===== src/rtl/crr_pkg.sv =====
package crr_pkg;

	// Field widths and fixed-point format
	localparam int COORD_WIDTH = 24;
	localparam int T_FRAC_BITS = 15;
	localparam int T_IN_W      = 16;
	localparam int OUT_W       = 28;

	// t clamped to [0, 1.0] needs one integer bit
	localparam int TU_W    = T_FRAC_BITS + 1;
	localparam int T_EXT_W = (T_IN_W > TU_W) ? T_IN_W : TU_W;

	// Weights are bounded by 10 * 1.0 in magnitude
	localparam int W_W    = T_FRAC_BITS + 6;
	localparam int PROD_W = W_W + COORD_WIDTH;
	localparam int ACC_W  = PROD_W + 2;
	localparam int R_W    = ACC_W - T_FRAC_BITS - 1;
	localparam int RX_W   = (R_W > OUT_W) ? R_W : OUT_W + 1;

	localparam int S_DATA_W = ((T_IN_W + 4 * COORD_WIDTH + 7) / 8) * 8;
	localparam int M_DATA_W = ((OUT_W + 7) / 8) * 8;

	// Queue between front and back
	localparam int Q_DEPTH = 4;
	localparam int Q_AW    = $clog2(Q_DEPTH);

	localparam logic [TU_W-1:0] T_ONE  = TU_W'(1) << T_FRAC_BITS;
	localparam logic [TU_W-1:0] T_HALF = TU_W'(1) << (T_FRAC_BITS - 1);

	typedef enum logic {
		FN_POS = 1'b0,
		FN_TAN = 1'b1
	} crr_func_t;

	typedef logic signed [COORD_WIDTH-1:0] crr_coord_t;
	typedef logic signed [W_W-1:0]         crr_wt_t;

	typedef struct packed {
		crr_func_t              func;
		logic [T_IN_W-1:0]      t;
		crr_coord_t [3:0]       p;
	} crr_req_t;

	typedef struct packed {
		crr_wt_t [3:0]    w;
		crr_coord_t [3:0] p;
	} crr_item_t;

	typedef struct packed {
		logic full;
		logic avail;
	} crr_q_stat_t;

endpackage


===== src/rtl/crr_front.sv =====
module crr_front (
	input  logic              clk,
	input  logic              arst_n,
	input  logic              in_valid,
	output logic              in_ready,
	input  crr_pkg::crr_req_t in_req,
	input  crr_pkg::crr_q_stat_t q_stat,
	output logic              q_push,
	output crr_pkg::crr_item_t q_item
);
	import crr_pkg::*;

	logic adv;

	logic vld_s1, vld_s2, vld_s3;
	crr_func_t func_s1, func_s2;
	crr_coord_t [3:0] p_s1, p_s2;
	logic [TU_W-1:0] tu_s1, tu_s2, s_s2;
	logic [2*TU_W-1:0] sq_s1, cu_s2;
	crr_item_t item_s3;

	logic [T_EXT_W-1:0] t_ext;
	logic [TU_W-1:0] tu_raw, tu;
	logic [2*TU_W-1:0] sq;
	logic [2*TU_W:0] sq_rnd, cu_rnd;
	logic [TU_W-1:0] s_val, c_val;
	crr_wt_t uw, sw, cw, one_w;
	crr_wt_t [3:0] w;

	// Hold the whole front when its last stage cannot drain into the queue
	assign adv      = !vld_s3 || !q_stat.full;
	assign in_ready = adv;
	assign q_push   = vld_s3 && !q_stat.full;
	assign q_item   = item_s3;

	// Stage 1: clamp t, square it
	assign t_ext  = T_EXT_W'(in_req.t);
	assign tu_raw = t_ext[TU_W-1:0];
	assign tu     = (tu_raw > T_ONE) ? T_ONE : tu_raw;
	assign sq     = (2*TU_W)'(tu) * (2*TU_W)'(tu);

	// Stage 2: round t^2, multiply by t
	assign sq_rnd = (2*TU_W+1)'(sq_s1) + (2*TU_W+1)'(T_HALF);
	assign s_val  = sq_rnd[T_FRAC_BITS +: TU_W];

	// Stage 3: round t^3, build basis weights
	assign cu_rnd = (2*TU_W+1)'(cu_s2) + (2*TU_W+1)'(T_HALF);
	assign c_val  = cu_rnd[T_FRAC_BITS +: TU_W];
	assign uw     = W_W'(tu_s2);
	assign sw     = W_W'(s_s2);
	assign cw     = W_W'(c_val);
	assign one_w  = W_W'(T_ONE);

	always_comb begin
		unique case (func_s2)
			FN_POS: begin
				w[0] = crr_wt_t'(sw + sw - cw - uw);
				w[1] = crr_wt_t'(3 * cw - 5 * sw + 2 * one_w);
				w[2] = crr_wt_t'(4 * sw - 3 * cw + uw);
				w[3] = crr_wt_t'(cw - sw);
			end
			FN_TAN: begin
				w[0] = crr_wt_t'(4 * uw - 3 * sw - one_w);
				w[1] = crr_wt_t'(9 * sw - 10 * uw);
				w[2] = crr_wt_t'(8 * uw - 9 * sw + one_w);
				w[3] = crr_wt_t'(3 * sw - 2 * uw);
			end
			default: begin
				w = '0;
			end
		endcase
	end

	always_ff @(posedge clk or negedge arst_n) begin
		if (!arst_n) begin
			vld_s1 <= 1'b0;
			vld_s2 <= 1'b0;
			vld_s3 <= 1'b0;
		end else if (adv) begin
			vld_s1 <= in_valid;
			vld_s2 <= vld_s1;
			vld_s3 <= vld_s2;
		end
	end

	always_ff @(posedge clk) begin
		if (adv) begin
			func_s1   <= in_req.func;
			p_s1      <= in_req.p;
			tu_s1     <= tu;
			sq_s1     <= sq;
			func_s2   <= func_s1;
			p_s2      <= p_s1;
			tu_s2     <= tu_s1;
			s_s2      <= s_val;
			cu_s2     <= (2*TU_W)'(s_val) * (2*TU_W)'(tu_s1);
			item_s3.w <= w;
			item_s3.p <= p_s2;
		end
	end

	a_t_clamped: assert property (@(posedge clk) disable iff (!arst_n)
		vld_s1 |-> (tu_s1 <= T_ONE))
		else $error("clamped t above one");

endmodule


===== config.mk =====
export PLATFORM = sky130hd
export DESIGN_NAME = crr_front
export DESIGN_NICKNAME = d
export VERILOG_FILES = /design/src/rtl/crr_pkg.sv /design/src/rtl/crr_front.sv
export SDC_FILE = /design/constraint.sdc
export NUM_CORES = 2
export LEC_CHECK = 0
export ABC_CLOCK_PERIOD_IN_PS = 19250
export BUFFER_PORTS_ARGS = -buffer_cell sky130_fd_sc_hd__buf_2
export CORE_MARGIN = 1.5
export CORE_UTILIZATION = 35
export DETAILED_ROUTE_END_ITERATION = 16
export GPL_ROUTABILITY_DRIVEN = 0
export PLACE_DENSITY = 0.6
export SLEW_MARGIN = 0
export SYNTH_ARGS = -nofsm -noshare
export SYNTH_HDL_FRONTEND = slang
export SYNTH_SLANG_ARGS = --single-unit
export TNS_END_PERCENT = 5

===== constraint.sdc =====
create_clock -name clk -period 19.25 [get_ports clk]
set_clock_uncertainty 0.2 [all_clocks]
set_input_delay 2.8875 -clock clk [delete_from_list [all_inputs] [get_ports clk]]
set_output_delay 2.8875 -clock clk [all_outputs]
set_load 0.02 [all_outputs]

==> impl_metrics.ini <==
[cells_and_area]
syn2layout_area_growth_pct = 13.0
final_nets = 5073
num-fill-cells = 11200
instances_no_fill = 5659
drive_above_1_share_pct = 11.3

[routing]
vias_per_cell = 4.83
routedWlPerCell_um = 16.5
drtIter0Drc = 1056
antenna_left = 0
vias = 27300
dr.pass1.iters = 11
drt-total-wl_mm = 93.1
drc = 14

[placed_design]
dp.cells = 5555
dp_hpwl_mm = 72.8
dpl_worst_slack_ps = 8660
place.port_buffers = 298

[outcome]
violations = DRC
run_status = complete, but fails checks

[timing]
fin_tns_setup_ps = 0
holdWs_ps = 213
fmax_mhz = 101
worst_pin_slew_ps = 1130
post-route-min-period_ps = 9930
min_period_over_period_pct = 51.6
grt_setup_unrepaired = false
setup_viol = 0
slew_headroom_pct = 24.5
final_max_slew_viol_count = 0
finalHoldViolations = 0
fin_ws_ps = 9320

[floorplan]
rows = 124
ios = 300
die_w_um = 343
initial_utilization_pct = 35.4
die-area_um2 = 118000
core_area_um2 = 115000
dieHeight_um = 343

[cts]
cts-root-buf = clkbuf_16
cts.htree.levels = 2
numCtsBuffers = 54
cts_tree = done
clock_latency_ps = 670
cts_hold_buf = 0
cts_resized = 0
clock_sinks = 455
cts_buffer_depth = 3
clk_pin_slew_ps = 60
post_cts_buffers = 0

[logic_synthesis]
synth_flop_cell = edfxtp_1
synthArstFlopShare_pct = 0.659
synth.avg_cell_area_um2 = 10.7
synth_most_common_cell = inv_1
synth_edf_count = 452
synthTopCellsByCount = inv_1 (628), ha_1 (476), edfxtp_1 (452)
ys_warn_count = 0
synthCells = 3771
yosysTopAreaCellShare_pct = 33.5
syn-cell-area_um2 = 40500
ys_seq_area_share_pct = 33.7
synthTopCellsByArea = edfxtp_1 (34%), fa_1 (19%), ha_1 (15%)
ys_ff_latch = 455
synth_cell_types = 86
yosys.area.top_type = edfxtp_1

[setup_path]
reg2reg_from = sq_s1[14]
reg2reg_slack_ps = 11220
required_ps = 19460
rr_worst_depth = 28
r2r-end = cu_s2[22]
cp-startpoint = in_req[103]
cp-start-kind = primary input
path_class = in -> reg
endpoint = sq_s1[30]
crit_arrival_ps = 10140
endpoint_kind = flip-flop
path_max_fanout = 11

[global_routing]
grt_first_pass_wirelength_mm = 148
antenna_found_initial = 3
grt_max_degree = 190
grt.overflow.total = 0
grt_usage_pct = 15.9
grt_pass1_vias = 28400

[min_path]
hp-class = reg -> reg
holdPathStages = 0
min_from = p_s1[42]

[job]
maxCapViolCount = 0
sequential cells by signal (all words and copies together) (netlist names):
| register | cells |
|---|---|
| func_s2 | 1 |
| tu_s1 | 16 |
| p_s2 | 96 |
| cu_s2 | 17 |
| vld_s2 | 1 |
| tu_s2 | 16 |
| q_item | 176 |
| func_s1 | 1 |
| sq_s1 | 17 |
| vld_s3 | 1 |
| s_s2 | 16 |
| p_s1 | 96 |
| vld_s1 | 1 |
per-stage QoR:
stage | util (%) | cell area, µm²
floorplan | - | 40600
global placement | 38.4 | 43900
detailed placement | 38.4 | 43900
CTS | 40.0 | 45700
global route | 40.0 | 45800
finish | 40.0 | 45800
worst min-delay path by stage:
| stage | endpoint | slack (ps) |
|---|---|---|
| after detailed placement | p_s2[19] | 200 |
| after floorplan | func_s2 | 200 |
| after CTS | p_s2[42] | 200 |
| after global routing | p_s2[42] | 210 |
| after global placement | p_s2[48] | 200 |
| final | p_s2[42] | 210 |
kinds of logic after synthesis:
| family | Yosys count | share of synthesized area [%] |
|---|---|---|
| AOI/OAI and AO/OA | 571 | 9.25 |
| xor gates and xnor gates | 263 | 5.71 |
| DFF | 455 | 33.7 |
| muxes | 13 | 0.349 |
| buffers and inverters | 704 | 6.56 |
| adders and majority gates | 856 | 33.5 |
| and+or+nand+nor | 907 | 10.9 |
| other | 2 | 0.0185 |
layout make-up:
| class | count | area (µm²) | area share [%] |
|---|---|---|---|
| sequential | 455 | 13600 | 29.8 |
| clock buffer | 62 | 1380 | 3.02 |
| inverter | 628 | 2360 | 5.15 |
| multi-input combinational | 2632 | 24300 | 53.1 |
| timing repair buffer | 328 | 1740 | 3.81 |
| antenna | 2 | 5.00 | 0.0109 |
| clock inverter | 40 | 428 | 0.935 |
| tap | 1512 | 1890 | 4.13 |
routing by layer:
metal  track usage, %  part of all wire (%)  vias to the layer above
met1             19.9                    43                    13400
li1                 -                     -                    13300
met2             28.7                    51                      507
met5                0                     0                        -
met4             3.57                   1.7                        0
met3             2.35                   4.4                       94
placed cells by master (no fill, tap or decap), types with 8 or more instances in the layout:
master / instances
a211oi_1: 16
o21ai_0: 116
o31ai_1: 14
clkbuf_1: 8
o21bai_1: 26
mux2_2: 9
nor2_1: 138
clkinv_2: 9
or3_1: 23
nand3_1: 58
fa_1: 380
and3_1: 18
inv_1: 628
ha_1: 476
nand2b_1: 35
nor4_1: 10
a31oi_1: 17
and2_1: 159
nand2_1: 335
xor2_1: 92
edfxtp_1: 452
a21boi_0: 10
clkbuf_16: 54
conb_1: 22
o21a_1: 27
buf_2: 298
a41oi_1: 11
o22ai_1: 8
o211ai_1: 9
nor3_1: 47
a21o_1: 65
o21ai_1: 11
buf_4: 28
nand4_1: 10
nor2b_1: 39
a21oi_1: 162
xnor2_1: 167
critical path, stage by stage:
cell      delay, ps
buf_2           180
nor4_1          300
a41oi_1         210
nor2b_1         740
nand2_1         230
fa_1            530
fa_1            500
inv_1            50
fa_1            480
fa_1            540
fa_1            510
inv_1            50
fa_1            480
inv_1            50
ha_1            320
and4_1          230
nand4_1          90
or3b_1          360
o211a_1         250
a211oi_2        340
o21ai_1         160
a31oi_1         240
a21o_1          200
a21oi_1          90
xnor2_1         120
Power is left out: the tool's default activity adds up to more than one toggle a clock period on the data nets, which glitch-free logic cannot reach.
