[src/rtl/crr_pkg.sv]
package crr_pkg;

	// Field widths and fixed-point format
	localparam int COORD_WIDTH = 24;
	localparam int T_FRAC_BITS = 15;
	localparam int T_IN_W      = 16;
	localparam int OUT_W       = 28;

	// t clamped to [0, 1.0] needs one integer bit
	localparam int TU_W    = T_FRAC_BITS + 1;
	localparam int T_EXT_W = (T_IN_W > TU_W) ? T_IN_W : TU_W;

	// Weights are bounded by 10 * 1.0 in magnitude
	localparam int W_W    = T_FRAC_BITS + 6;
	localparam int PROD_W = W_W + COORD_WIDTH;
	localparam int ACC_W  = PROD_W + 2;
	localparam int R_W    = ACC_W - T_FRAC_BITS - 1;
	localparam int RX_W   = (R_W > OUT_W) ? R_W : OUT_W + 1;

	localparam int S_DATA_W = ((T_IN_W + 4 * COORD_WIDTH + 7) / 8) * 8;
	localparam int M_DATA_W = ((OUT_W + 7) / 8) * 8;

	// Queue between front and back
	localparam int Q_DEPTH = 4;
	localparam int Q_AW    = $clog2(Q_DEPTH);

	localparam logic [TU_W-1:0] T_ONE  = TU_W'(1) << T_FRAC_BITS;
	localparam logic [TU_W-1:0] T_HALF = TU_W'(1) << (T_FRAC_BITS - 1);

	typedef enum logic {
		FN_POS = 1'b0,
		FN_TAN = 1'b1
	} crr_func_t;

	typedef logic signed [COORD_WIDTH-1:0] crr_coord_t;
	typedef logic signed [W_W-1:0]         crr_wt_t;

	typedef struct packed {
		crr_func_t              func;
		logic [T_IN_W-1:0]      t;
		crr_coord_t [3:0]       p;
	} crr_req_t;

	typedef struct packed {
		crr_wt_t [3:0]    w;
		crr_coord_t [3:0] p;
	} crr_item_t;

	typedef struct packed {
		logic full;
		logic avail;
	} crr_q_stat_t;

endpackage

[src/rtl/crr_fifo.sv]
module crr_fifo (
	input  logic                 clk,
	input  logic                 arst_n,
	input  logic                 push,
	input  crr_pkg::crr_item_t   push_item,
	input  logic                 pop,
	output crr_pkg::crr_item_t   pop_item,
	output crr_pkg::crr_q_stat_t stat
);
	import crr_pkg::*;

	crr_item_t mem_q [Q_DEPTH];
	logic [Q_AW-1:0] wr_ptr_q, rd_ptr_q;
	logic [Q_AW:0]   count_q;
	logic do_push, do_pop;

	function automatic logic [Q_AW-1:0] ptr_next(input logic [Q_AW-1:0] ptr);
		return (ptr == Q_AW'(Q_DEPTH - 1)) ? '0 : ptr + Q_AW'(1);
	endfunction

	assign stat.full  = (count_q == (Q_AW+1)'(Q_DEPTH));
	assign stat.avail = (count_q != '0);
	assign do_push    = push && !stat.full;
	assign do_pop     = pop && stat.avail;
	assign pop_item   = mem_q[rd_ptr_q];

	always_ff @(posedge clk or negedge arst_n) begin
		if (!arst_n) begin
			wr_ptr_q <= '0;
			rd_ptr_q <= '0;
			count_q  <= '0;
		end else begin
			if (do_push) wr_ptr_q <= ptr_next(wr_ptr_q);
			if (do_pop)  rd_ptr_q <= ptr_next(rd_ptr_q);
			unique case ({do_push, do_pop})
				2'b10:   count_q <= count_q + 1'b1;
				2'b01:   count_q <= count_q - 1'b1;
				default: count_q <= count_q;
			endcase
		end
	end

	always_ff @(posedge clk) begin
		if (do_push) mem_q[wr_ptr_q] <= push_item;
	end

	a_count_bound: assert property (@(posedge clk) disable iff (!arst_n)
		count_q <= (Q_AW+1)'(Q_DEPTH))
		else $error("queue count past depth");

	a_count_track: assert property (@(posedge clk) disable iff (!arst_n)
		(do_push && !do_pop) |=> (count_q == $past(count_q) + 1'b1))
		else $error("queue count missed a push");

endmodule

[config.mk]
export PLATFORM = sky130hd
export DESIGN_NAME = crr_fifo
export DESIGN_NICKNAME = d
export VERILOG_FILES = /design/src/rtl/crr_pkg.sv /design/src/rtl/crr_fifo.sv
export SDC_FILE = /design/constraint.sdc
export NUM_CORES = 1
export LEC_CHECK = 0
export BUFFER_PORTS_ARGS = -buffer_cell sky130_fd_sc_hd__buf_2
export CORE_UTILIZATION = 47
export DETAILED_ROUTE_END_ITERATION = 12
export PLACE_DENSITY = 0.76
export SLEW_MARGIN = 20
export SYNTH_ARGS = -nofsm -noshare
export SYNTH_HDL_FRONTEND = slang
export SYNTH_SLANG_ARGS = --single-unit
[constraint.sdc]
create_clock -name clk -period 11.6 [get_ports clk]
set_input_delay 1.74 -clock clk [delete_from_list [all_inputs] [get_ports clk]]
set_output_delay 1.74 -clock clk [all_outputs]
set_load 0.005 [all_outputs]
==> results by group, run 1 <==
Outcome
  – Outcome: finished clean

Clock network
  – Hold Buf Count CTS: 0
  – Worst skew pair latency: 0.59 ns
  – Cts repair resizes: 0
  – Root Driver: clkbuf_16
  – Setup bufs post-CTS: 0
  – H-Tree Depth: 3
  – CTS Buf Count: 75
  – Clock sink count: 727
  – Clock tree buffer depth: 3
  – Clock-pin transition on the worst setup and hold timing paths: 0.06 ns
  – CTS tree: yes

Global route
  – Total GRT Usage: 17.9%
  – Grt total ovfl: 0
  – Number of global-route vias before repair: 12400
  – Global-route wire length before repair: 75500 um
  – Initial antenna violation count: 11
  – Largest net degree at the start of global routing: 105

Floorplan
  – Effective utilization at floorplan: 47.8%
  – Die ar.: 57200 um^2
  – Die H: 239 um
  – FP Rows: 86
  – Core box area: 55300 um^2
  – Die W: 239 um
  – I/O pin count: 366

Run
  – Max-cap violations: 0

Worst setup path
  – Crit start category: flip-flop
  – Setup CP Type: flip-flop to output pin
  – Reg2reg start: count_q[2]
  – R2R Setup Slk: 8.25 ns
  – Reg2reg path depth: 5
  – CP startpoint: rd_ptr_q[1]
  – CP endpoint: pop_item[64]
  – Critical Path RT: 9.86 ns
  – Critical Path Sink Type: output pin
  – WP data arrival: 3.22 ns
  – Critical path peak fanout: 72
  – RR Endpoint: mem_q[2][8]

Route
  – Mean number of vias per cell: 5.40
  – WL/cell: 23.0 um
  – Routed vias: 11900
  – DR pass1 iterations: 4
  – Total wire length: 50900 um
  – Initial DRC Count: 733
  – DRC: 0
  – Antenna viol nets, final: 0

Power
  – Pwr Density: 255 nW/um^2
  – Power Total: 8.00 mW
  – Pleak: 10.6 nW
  – VDD IR max: 0.187 mV

Synthesis
  – Netlist cell types: 19
  – Top-count cell post-synth: edfxtp_1
  – Post-synthesis sequential area ratio: 82.4%
  – Syn nets: 1171
  – Mean post-synth cell area: 27.0 um^2
  – Top cells by area, synth: edfxtp_1 82%, mux4_2 15%, buf_6 0.85%, dfrtp_1 0.66%, buf_2 0.36%
  – Share of flip-flops with an asynchronous set or reset: 0.963%
  – Syn Inst Count: 980
  – Yosys Warn Count: 0
  – Mapped Area: 26400 um^2
  – Number of flops mapped to enable cells by yosys: 720
  – Synthesized flop and latch total: 727
  – Synth top cells by count: 720 x edfxtp_1, 180 x mux4_2, 20 x buf_6, 19 x buf_2
  – Most used DFF post-synth: edfxtp_1
  – Area leader, netlist: edfxtp_1
  – Yosys top cell area share: 81.8%

Placed design
  – # port buffers: 365
  – RePlAce Congestion: 0.753
  – Placed Cells: 2069
  – DP HPWL: 30500 um

STA
  – RSZ-0062 raised after global routing: no
  – Setup TNS Final: 0 ns
  – Worst slew pin tran: 1.14 ns
  – Clock skew: 0.0200 ns
  – Final slew viol count: 0
  – Finish-stage setup viols: 0
  – Slew margin rel.: 24.0%
  – Tmin final: 4.96 ns
  – Crit share post-route: 42.8%
  – Max Clk Rate: 201 MHz
  – Final Hold Violating Endpoints: 0

Worst hold path
  – Hold Path Class: flip-flop to flip-flop

Final layout
  – Layout overhead on the synthesized area: 18.7%
  – Nets: 1589
  – Share of layout cells above drive strength 1: 46.0%
  – Post-Layout Cell Count: 2208
==> per-stage QoR <==
stage | area, um^2 | utilization [%] | hold WS, ns | setup slack (ns)
3_3_place_gp | 29000 | 52.5 | 0.465 | 6.95
6_report | 31400 | 56.7 | 0.505 | 6.64
4_1_cts | 31400 | 56.7 | 0.505 | 6.53
2_1_floorplan | 26400 | - | 0.447 | 4.84
5_1_grt | 31400 | 56.7 | 0.530 | 6.43
3_5_place_dp | 29000 | 52.5 | 0.495 | 6.93
==> worst min-delay path by stage <==
stage / start / to / slack [ns] / cells past startpoint
6_report: count_q[2] / count_q[2] / 0.50 / 1
5_1_grt: count_q[2] / count_q[2] / 0.53 / 1
4_1_cts: count_q[2] / count_q[2] / 0.50 / 1
3_5_place_dp: count_q[2] / count_q[2] / 0.49 / 1
3_3_place_gp: count_q[2] / count_q[2] / 0.47 / 1
2_1_floorplan: count_q[2] / count_q[2] / 0.45 / 1
==> layout by cell type (no fill, tap or decap) <==
cell / synthesis / routed
and2_4: 0 / 4
buf_12: 0 / 1
buf_16: 0 / 1
buf_2: 19 / 365
buf_4: 0 / 12
buf_6: 20 / 2
bufinv_16: 0 / 6
clkbuf_1: 1 / 24
clkbuf_16: 0 / 75
clkbuf_8: 0 / 1
clkinv_1: 0 / 9
clkinv_2: 0 / 10
clkinv_8: 0 / 2
clkinvlp_4: 0 / 1
dfrtp_1: 7 / 5
dfrtp_4: 0 / 2
diode_2: 0 / 9
edfxtp_1: 720 / 720
fa_1: 1 / 1
ha_1: 6 / 6
inv_1: 7 / 7
inv_8: 0 / 2
mux2_2: 4 / 4
mux2i_1: 1 / 1
mux4_2: 180 / 180
nand2_1: 1 / 1
nor2_1: 3 / 3
nor2b_1: 1 / 1
nor3b_1: 1 / 1
or3_1: 1 / 1
xnor2_1: 1 / 1
xor2_1: 2 / 2
==> sequential cells by signal, indices dropped and copies added, names as in the netlist <==
register and count:
rd_ptr_q 2, count_q 3, wr_ptr_q 2, mem_q 720
==> metal layers <==
metal | track usage (%) | vias up | wire [um]
li1 | - | 5107 | -
met1 | 23.0 | 6300 | 19600
met2 | 29.3 | 413 | 26300
met3 | 4.27 | 96 | 3390
met4 | 7.81 | 8 | 1560
met5 | 0 | - | 57
==> cells by family (layout without fill, tap and decap cells) <==
family / Yosys count / after routing / synth area share (%)
xor+xnor: 3 / 3 / 0.0994
fa+ha+maj: 7 / 7 / 0.360
buf+inv: 47 / 518 / 1.33
other cells: 0 / 9 / 0
mux: 185 / 185 / 15.5
simple gates: 11 / 11 / 0.227
flops: 727 / 727 / 82.4
==> critical path, cell delays in order (launching register included) <==
cell	delay [ns]
dfrtp_4	1.11
buf_4	0.78
mux4_2	0.45
buf_2	0.17
==> report_power, final <==
part	internal (mW)	switching, mW	total, mW
sequential	3.47	0.195	3.67
combinational	1.01	1.06	2.07
clock	1.33	0.925	2.26
==> area by class of cell <==
class / instances / area, um^2
antenna: 9 / 22.5
clock buffer: 100 / 1980
clock inverter: 30 / 327
fill: 4026 / 23900
inverter: 7 / 26.3
multi-input combinational: 206 / 4300
sequential: 727 / 21800
tap: 748 / 936
timing repair buffer: 381 / 1990
Note: power is estimated with default switching activity, not from simulation.
==> inputs of run 2 (changes only) <==
--- a/config.mk
+++ b/config.mk
@@ -5,6 +5,7 @@
 export SDC_FILE = /design/constraint.sdc
 export NUM_CORES = 1
 export LEC_CHECK = 0
+export ABC_AREA = 1
 export BUFFER_PORTS_ARGS = -buffer_cell sky130_fd_sc_hd__buf_2
 export CORE_UTILIZATION = 47
 export DETAILED_ROUTE_END_ITERATION = 12
==> constraint.sdc (replaced) <==
create_clock -name clk -period 5 [get_ports clk]
set_input_delay 0.75 -clock clk [delete_from_list [all_inputs] [get_ports clk]]
set_output_delay 0.75 -clock clk [all_outputs]
set_load 0.005 [all_outputs]
==> run 2 against run 1 <==
Via count is 46% higher. Non-clock buffer count rose by 21. Sequential share of layout area is 4.9 points lower. Design area is 7.6% higher. Clock power rose by 130%. Sequential power increased by 130%. Power up 150%.
==> results by group, run 2 <==
Synthesis
  – Synth Area in Compound Gates: 9.41% (was 0%)
  – Largest family of logic cells by synthesized area: compound AO/OA/AOI/OAI gates (was multiplexers)
  – Netlist cell types: 18 (was 19)
  – Share of flip-flops with an asynchronous set or reset: 0.963% (unchanged)
  – Synthesized flop and latch total: 727 (unchanged)
  – Top cells by area, synth: edfxtp_1 75%, o211ai_1 9.4%, nand2_1 7.2%, inv_1 4.9%, buf_2 1.2% (was edfxtp_1 82%, mux4_2 15%, buf_6 0.85%, dfrtp_1 0.66%, buf_2 0.36%)
  – Simple-gate portion of the synthesized area: 7.46% (was 0.227%)
  – Mux cell area share after synthesis: 0% (was 15.5%)
  – Top-count cell post-synth: edfxtp_1 (unchanged)
  – Post-synthesis sequential area ratio: 75.7% (was 82.4%)
  – Mean post-synth cell area: 13.3 um^2 (was 27.0 um^2)
  – Syn Inst Count: 2159 (was 980)
  – Syn nets: 2350 (was 1171)
  – Synth Area in Adders: 0.330% (was 0.360%)
  – Yosys top cell area share: 75.1% (was 81.8%)
  – Most used DFF post-synth: edfxtp_1 (unchanged)
  – Synth top cells by count: 720 x edfxtp_1, 555 x nand2_1, 374 x inv_1, 360 x o211ai_1, 69 x buf_2 (was 720 x edfxtp_1, 180 x mux4_2, 20 x buf_6, 19 x buf_2)
  – Yosys Warn Count: 0 (unchanged)
  – Number of flops mapped to enable cells by yosys: 720 (unchanged)
  – XOR/XNOR Fraction of Synth Area: 0.0304% (was 0.0994%)
  – Mapped Area: 28800 um^2 (was 26400 um^2)
  – Area leader, netlist: edfxtp_1 (unchanged)

Final layout
  – Post-Layout Cell Count: 3373 (was 2208)
  – Seq. cell area: 21800 um^2 (unchanged)
  – Commonest non-fill, non-tap cell in the layout: edfxtp_1 (unchanged)
  – Most frequent cells in the layout: 720 x edfxtp_1, 555 x nand2_1, 374 x inv_1 (was 720 x edfxtp_1, 365 x buf_2, 180 x mux4_2)
  – Multi-input logic area: 4990 um^2 (was 4300 um^2)
  – Fillers: 4573 (was 4026)
  – Finished layout cell area: 33800 um^2 (was 31400 um^2)
  – Nets: 2710 (was 1589)
  – Largest registers: mem_q x720, count_q x3 (unchanged)
  – Reg with most FFs: mem_q (unchanged)
  – Max reg flops: 720 (unchanged)
  – Share of layout cells above drive strength 1: 19.6% (was 46.0%)
  – Layout overhead on the synthesized area: 17.4% (was 18.7%)

Clock network
  – Root Driver: clkbuf_16 (unchanged)
  – Clock sink count: 727 (unchanged)
  – Worst skew pair latency: 0.61 ns (was 0.59 ns)
  – Clock-pin transition on the worst setup and hold timing paths: 0.06 ns (about the same)
  – CTS tree: yes (unchanged)
  – Cts repair resizes: 0 (unchanged)
  – CTS Buf Count: 75 (unchanged)
  – Clock tree buffer depth: 3 (unchanged)
  – H-Tree Depth: 3 (unchanged)

STA
  – WHS: 0.347 ns (was 0.505 ns)
  – Finish-stage setup viols: 0 (unchanged)
  – Final slew viol count: 0 (unchanged)
  – Worst slew pin tran: 1.04 ns (was 1.14 ns)
  – Tmin final: 3.60 ns
  – Max Clk Rate: 278 MHz
  – Final Hold Violating Endpoints: 0 (unchanged)
  – Slew margin rel.: 30.3% (was 24.0%)
  – Setup TNS Final: 0 ns (unchanged)
  – Crit share post-route: 71.9%
  – RSZ-0062 raised after global routing: no (unchanged)
  – Setup ws final: 1.40 ns (was 6.64 ns)
  – Clock skew: 0.0104 ns (was 0.0200 ns)

Worst setup path
  – Cell mode on critical path: nand2_1
  – RR Endpoint: mem_q[1][36] (was mem_q[2][8])
  – Max stage delay on crit path: 1.08 ns (was 1.11 ns)
  – Reg2reg path depth: 5 (unchanged)
  – Critical Path Sink Type: output pin (unchanged)
  – CP max stage cell: dfrtp_4 (unchanged)
  – Critical Path RT: 4.25 ns (was 9.86 ns)
  – Setup CP Type: flip-flop to output pin (unchanged)
  – CP startpoint: rd_ptr_q[0] (was rd_ptr_q[1])
  – Reg2reg start: count_q[0] (was count_q[2])
  – R2R Setup Slk: 2.33 ns (was 8.25 ns)
  – Critical path peak fanout: 140 (was 72)
  – Crit start category: flip-flop (unchanged)
  – WP data arrival: 2.85 ns (was 3.22 ns)
  – Critical path, cell by cell: buf_12 > nand2_1 > o211ai_1 > nand2_1 > buf_2 (was buf_4 > mux4_2 > buf_2)

Route
  – DR pass1 iterations: 7 (was 4)
  – Antenna viol nets, final: 0 (unchanged)
  – Initial DRC Count: 1317 (was 733)
  – Routed vias: 17400 (was 11900)
  – DRC: 0 (unchanged)
  – WL/cell: 18.0 um (was 23.0 um)
  – Total wire length: 60800 um (was 50900 um)
  – Mean number of vias per cell: 5.16 (was 5.40)

Global route
  – Number of global-route vias before repair: 17300 (was 12400)
  – Global-route wire length before repair: 94000 um (was 75500 um)
  – Initial antenna violation count: 20 (was 11)
  – Grt total ovfl: 0 (unchanged)
  – Largest net degree at the start of global routing: 141 (was 105)
  – Total GRT Usage: 19.6% (was 17.9%)

Floorplan
  – FP Rows: 90 (was 86)
  – Die ar.: 62200 um^2 (was 57200 um^2)
  – Die H: 249 um (was 239 um)
  – Die W: 249 um (was 239 um)
  – Core box area: 60500 um^2 (was 55300 um^2)
  – Effective utilization at floorplan: 47.6% (was 47.8%)
  – I/O pin count: 366 (unchanged)

Worst hold path
  – Min-Delay Startpoint: push_item[21] (was count_q[2])
  – Hold Path Stages: 1 (unchanged)
  – WHS Endpoint: mem_q[0][21] (was count_q[2])
  – Hold Path Class: primary input to flip-flop (was flip-flop to flip-flop)

Power
  – Pwr Density: 581 nW/um^2 (was 255 nW/um^2)
  – VDD IR max: 0.430 mV (was 0.187 mV)
  – Pleak: 13.3 nW (was 10.6 nW)

Placed design
  – Placed instance area: 31400 um^2 (was 29000 um^2)
  – DP HPWL: 36800 um (was 30500 um)
  – RePlAce Congestion: 0.831 (was 0.753)
  – Dpl ws: 2.04 ns (was 6.93 ns)
  – Placed Cells: 3222 (was 2069)
  – # port buffers: 365 (unchanged)

Outcome
  – Outcome: finished clean (unchanged)

Run
  – Max-cap violations: 0 (unchanged)
## run 2: logic make-up after synthesis
kind of cell             after synthesis
flip-flops                           727
AND/OR/NAND/NOR                      569
buffers and inverters                494
AO/OA/AOI/OAI                        361
adder cells (fa/ha/maj)                7
XOR/XNOR                               1
## run 2: where the power goes
part           switching [mW]  total (mW)  internal (mW)
combinational            3.97        6.08           2.11
clock                    2.21        5.19           2.97
sequential              0.365        8.35           7.99
## run 2: final cells by class
type                    count  share of cell area, %
multi-input cells         938                   14.8
clock buffers              90                   5.72
inverters                 375                   4.18
repair buffers            402                   6.78
clock inverters            47                   1.03
well taps                 782                   2.90
diodes                     12                 0.0889
flip-flops and latches    727                   64.5
## run 2: layer usage
metal  vias to the layer above  GRT usage, %  part of all wire [%]
li1                       8272             -                     -
met1                      8436          24.3                    40
met2                       571          32.2                    48
met3                       110          6.50                   9.4
met4                        20          6.49                   2.1
met5                         -             0                  0.19
## run 2: how the worst max path moves through the flow
stage / end / slack (ns) / cells after the start
after floorplan: mem_q[0][0] / -1.08 / 2
after global placement: mem_q[1][31] / 2.06 / 4
after CTS: pop_item[176] / 1.36 / 5
after detailed placement: pop_item[176] / 2.04 / 5
after global routing: pop_item[166] / 1.18 / 5
final: pop_item[83] / 1.40 / 5
## run 2: repair_timing
| item | in CTS | in global routing |
|---|---|---|
| hold buffers | 1 | 0 |
| setup buffers | 0 | 0 |
| endpoints found under the hold margin | 7 | 0 |
## run 2: worst max-delay path: cells and delay by family (launching register included)
family	cells	cell delay [ns]
DFF	1	1.08
buffers and inverters	2	0.60
and+or+nand+nor	2	0.23
AOI/OAI and AO/OA	1	0.12
## run 2: stage by stage
| stage | total power, mW | utilization, % |
|---|---|---|
| 2_1_floorplan | 12.3 | - |
| 3_3_place_gp | 14.4 | 52.0 |
| 3_5_place_dp | 14.6 | 52.0 |
| 4_1_cts | 19.8 | 55.8 |
| 5_1_grt | 20.7 | 55.8 |
| 6_report | 19.6 | 55.9 |
